[src/hw/rtl/plch_pkg.sv]
// Shared types and constants of the per-class latency histogram.
// Holds the item structs, the configuration register map and the
// command/status bundles between controller and datapath.
package plch_pkg;

    // Configuration register map.
    localparam int unsigned CFG_IDX_W = 2;
    typedef logic [CFG_IDX_W-1:0] t_cfg_idx;

    localparam t_cfg_idx CFG_ENABLE = 2'd0;
    localparam t_cfg_idx CFG_LOWER  = 2'd1;
    localparam t_cfg_idx CFG_UPPER  = 2'd2;

    localparam logic        ENABLE_RST = 1'b1;
    localparam logic [31:0] LOWER_RST  = 32'd0;
    localparam logic [31:0] UPPER_RST  = 32'd4096;

    // Input item kinds.
    localparam logic KIND_RECORD = 1'b0;
    localparam logic KIND_READ   = 1'b1;

    typedef struct packed {
        logic        kind;
        logic [3:0]  frame_class;
        logic [31:0] rtt_us;
        logic [11:0] bin_index;
    } t_in_item;

    typedef struct packed {
        logic [3:0]  class_out;
        logic [11:0] bin_out;
        logic [31:0] bin_count;
        logic [31:0] overflow_count;
        logic [31:0] underflow_count;
    } t_out_item;

    // Controller to datapath.
    typedef struct packed {
        logic clear_step;
        logic capture;
        logic classify;
        logic mem_read;
        logic commit;
    } t_dp_cmd;

    // Datapath to controller.
    typedef struct packed {
        logic clear_last;
        logic is_read;
        logic out_free;
    } t_dp_stat;

endpackage

[src/hw/rtl/plch_ctrl.sv]
// Sequencing state machine of the per-class latency histogram.
// Depends on plch_pkg for the command and status bundles.
module plch_ctrl (
    input  logic               i_clk,
    input  logic               i_rst_n,
    input  logic               i_in_valid,
    output logic               o_in_ready,
    input  plch_pkg::t_dp_stat i_stat,
    output plch_pkg::t_dp_cmd  o_cmd
);
    import plch_pkg::*;

    typedef enum logic [2:0] {
        S_CLEAR,
        S_IDLE,
        S_CLASS,
        S_READ,
        S_UPDATE
    } t_state;

    t_state r_state;
    t_state n_state;

    always_comb begin
        n_state = r_state;
        o_cmd   = '0;
        unique case (r_state)
            S_CLEAR: begin
                o_cmd.clear_step = 1'b1;
                if (i_stat.clear_last) begin
                    n_state = S_IDLE;
                end
            end
            S_IDLE: begin
                if (i_in_valid) begin
                    o_cmd.capture = 1'b1;
                    n_state       = S_CLASS;
                end
            end
            S_CLASS: begin
                o_cmd.classify = 1'b1;
                n_state        = S_READ;
            end
            S_READ: begin
                o_cmd.mem_read = 1'b1;
                n_state        = S_UPDATE;
            end
            S_UPDATE: begin
                // A read result waits here until the output register is free.
                if (!i_stat.is_read || i_stat.out_free) begin
                    o_cmd.commit = 1'b1;
                    n_state      = S_IDLE;
                end
            end
            default: begin
                n_state = S_IDLE;
            end
        endcase
    end

    assign o_in_ready = (r_state == S_IDLE);

    always_ff @(posedge i_clk) begin
        if (!i_rst_n) begin
            r_state <= S_CLEAR;
        end else begin
            r_state <= n_state;
        end
    end

endmodule

[config.mk]
export PLATFORM = sky130hd
export DESIGN_NAME = plch_ctrl
export DESIGN_NICKNAME = d
export VERILOG_FILES = /design/src/hw/rtl/plch_pkg.sv /design/src/hw/rtl/plch_ctrl.sv
export SDC_FILE = /design/constraint.sdc
export NUM_CORES = 1
export LEC_CHECK = 0
export BUFFER_PORTS_ARGS = -buffer_cell sky130_fd_sc_hd__buf_2
export CAP_MARGIN = 20
export CORE_AREA = 2 2 39 41
export DETAILED_ROUTE_END_ITERATION = 10
export DIE_AREA = 0 0 41 43
export PLACE_DENSITY = 0.43
export SLEW_MARGIN = 10
export SYNTH_ARGS = -nofsm -noshare
export SYNTH_HDL_FRONTEND = slang
export SYNTH_SLANG_ARGS = --single-unit
[constraint.sdc]
create_clock -name i_clk -period 1.2 [get_ports i_clk]
set_input_delay 0.24 -clock i_clk [delete_from_list [all_inputs] [get_ports i_clk]]
set_output_delay 0.24 -clock i_clk [all_outputs]
set_load 0.01 [all_outputs]
==> results.md <==
* DR WL/cell at 8.824 um
* Core footprint at 1384 um^2
* Largest net degree at the start of global routing at 8
* Initial DRC count at 0
* Adder-cell share of the synthesized area at 0%
* Most used cell, CP: buf_6
* Post-synth top cells: 3 x dfxtp_1, 3 x nor2b_1, 2 x nor3b_1
* Final worst slack at -0.1258 ns
* CP Launch Type: register
* Post-Synth XOR/XNOR Area at 0%
* CP bufs+invs at 2
* Biggest regs: r_state (3)
* I/O pins at 12
* Status: finished with violations
* Worst Skew at 0.002024 ns
* Share of cells above drive strength 1 at 65.71%
* Clk root buf: clkbuf_4
* Worst-margin pin slew at 0.1994 ns
* TritonCTS Buffers at 3
* Area contributors post-synth: dfxtp_1 36%, nor2b_1 11%, nor3b_1 9.0%
* Compound-gate portion of the synthesized area at 21.80%
* CP Max Fanout at 4
* Most flop-heavy register: r_state
* Cell family with most CP delay: simple AND/OR/NAND/NOR gates
* CTS tree: done
* I/O Buffers at 11
* Place WS at -0.01373 ns
* Worst ir drop on vdd at 0.3452 mV
* Max-cap violations at 0
* CP cell instances: buf_6, nor3b_4, and2_4, buf_6
* Routed vias/inst at 3.863
* Synthesized area per cell at 9.245 um^2
* Failing checks: setup timing
* Library cells used by synthesis at 13
* Largest family of logic cells by synthesized area: simple AND/OR/NAND/NOR gates
* Clock Tree Buf Depth at 2
* Die Wd at 41 um
* Detail Route Antenna Nets at 0
* Min-Delay Path Class: input port to register
* Vias at 197
* Clock Latency Late Sink at 0.23 ns
* DRC errors left at 0
* Fin crit share at 110.5%
* Final global-route overflow total at 0
* Pins Over Slew Limit at 0
* Worst Path Required at 0.96 ns
* Drt first pass iters at 1
* Starting Density at 12.03%
* Mux contribution to synthesized area at 0%
* Tmin final at 1.326 ns
* Crit-path slowest cell: dfxtp_2
* Worst path arrival time at 1.09 ns
* Crit. End Element: output port
* Initial antenna violation count at 0
* CTS HTree Levels at 1
* PD cells at 1164 nW/um^2
* Final net count at 42
* Leakage at 0.1551 nW
* GRT Total Usage at 6.024%
* Syn Std Cell Area at 166.4 um^2
* First-pass GRT wire length at 600 um
* Simple-Gate Fraction of Synth Area at 42.11%
* Clk sinks at 3
* Ys Warns at 0
* Antenna diode count at 0
* Die Ht at 43 um
* Normalized max-slew margin at 86.65%
* Final hold vios at 0
* Clock-pin transition on the worst setup and hold timing paths at 0.04 ns
* Largest register FFs at 3
* EDFF count, synth at 0
* Post-Synthesis Net Count at 24
* Post-synth top area cell: dfxtp_1
* Fillcell total at 172
* Proportion of netlist area held by the largest area contributor at 36.09%
* Critical Setup Path Class: register to output port
* Rows at 14
* Drt total wl at 450 um
* Synthesis-to-finish area growth at 91.73%
* Vias in the first global route at 171
* Post-synth top flop: dfxtp_1
* Crit-path max cell delay at 0.32 ns
* Seq/Total Area, Yosys at 36.09%
* Setup violations, final at 6
* RSZ-0062 raised after global routing: true
* Post-synthesis instance total at 18
* Final GP Congestion at 0.5995
* Max frequency at 754.3 MHz
* #FFs+latches synth at 3
* Total power at 371.2 uW
* Die Area at 1763 um^2
* Post-synth ARST share at 0%
## kinds of logic (layout without fill, tap and decap cells)
kind of cell,after synthesis,count (layout)
and+or+nand+nor,10,10
AOI/OAI and AO/OA,5,5
DFF,3,3
buffers and inverters,0,17
## metal layers
metal | vias up | routed length [um] | track usage (%)
met1 | 78 | 196 | 5.788
met4 | 0 | 8 | 6.000
met5 | - | 0 | 0
met2 | 14 | 167 | 6.563
li1 | 103 | - | -
met3 | 2 | 78 | 6.283
## worst paths after layout
| kind | from | endpoint | slack, ns | cells after the start |
|---|---|---|---|---|
| max | r_state[2] | o_cmd[3] | -0.13 | 4 |
| min reg2reg | r_state[2] | r_state[0] | 0.50 | 1 |
| min | i_rst_n | r_state[0] | 0.27 | 2 |
| max reg2reg | r_state[0] | r_state[0] | 0.18 | 3 |
## cells in the final DEF (no fill, tap or decap)
cell type  netlist  final
a21oi_1          1      1
and2_4           0      1
and3b_1          1      1
buf_2            0     10
buf_6            0      3
clkbuf_1         0      1
clkbuf_4         0      3
dfxtp_2          0      3
nand2_1          1      1
nor2b_1          3      3
nor3_1           1      1
nor3b_2          1      2
nor3b_4          0      1
o211a_1          1      1
o21a_1           1      1
o21ai_0          1      1
o31a_1           1      1
## area by class of cell
cell class / count / area, um^2 / share of cell area, %
repair buffers: 13 / 83.83 / 26.27
flip-flops and latches: 3 / 63.81 / 20.00
well taps: 16 / 20.02 / 6.275
clock buffers: 4 / 26.28 / 8.235
multi-input cells: 15 / 125.1 / 39.22
## report_power, final
part | internal [mW] | switching [mW]
sequential | 0.109 | 0.0103
combinational | 0.0489 | 0.0315
clock | 0.124 | 0.0477
## metrics by stage
| step | std cells | hold WS (ns) | instance area (um^2) | utilization (%) | TNS [ns] |
|---|---|---|---|---|---|
| after floorplan | 18 | 0.3577 | 166.4 | - | 0 |
| after global placement | 47 | 0.5132 | 256.5 | 18.54 | -0.02337 |
| after detailed placement | 47 | 0.5036 | 256.5 | 18.54 | -0.01373 |
| after CTS | 51 | 0.2531 | 304.0 | 21.97 | -0.5169 |
| after global routing | 51 | 0.2554 | 319.1 | 23.06 | -0.7773 |
| final | 51 | 0.2661 | 319.1 | 23.06 | -0.3925 |
## what timing repair did
action,4_1_cts,5_1_grt
hold endpoints to repair,0,0
hold buffers,0,0
pin swaps,3,2
resized for setup,7,3
endpoints found under the setup margin,6,6
buffers inserted,0,0
Power figures use the tool's default switching activity.
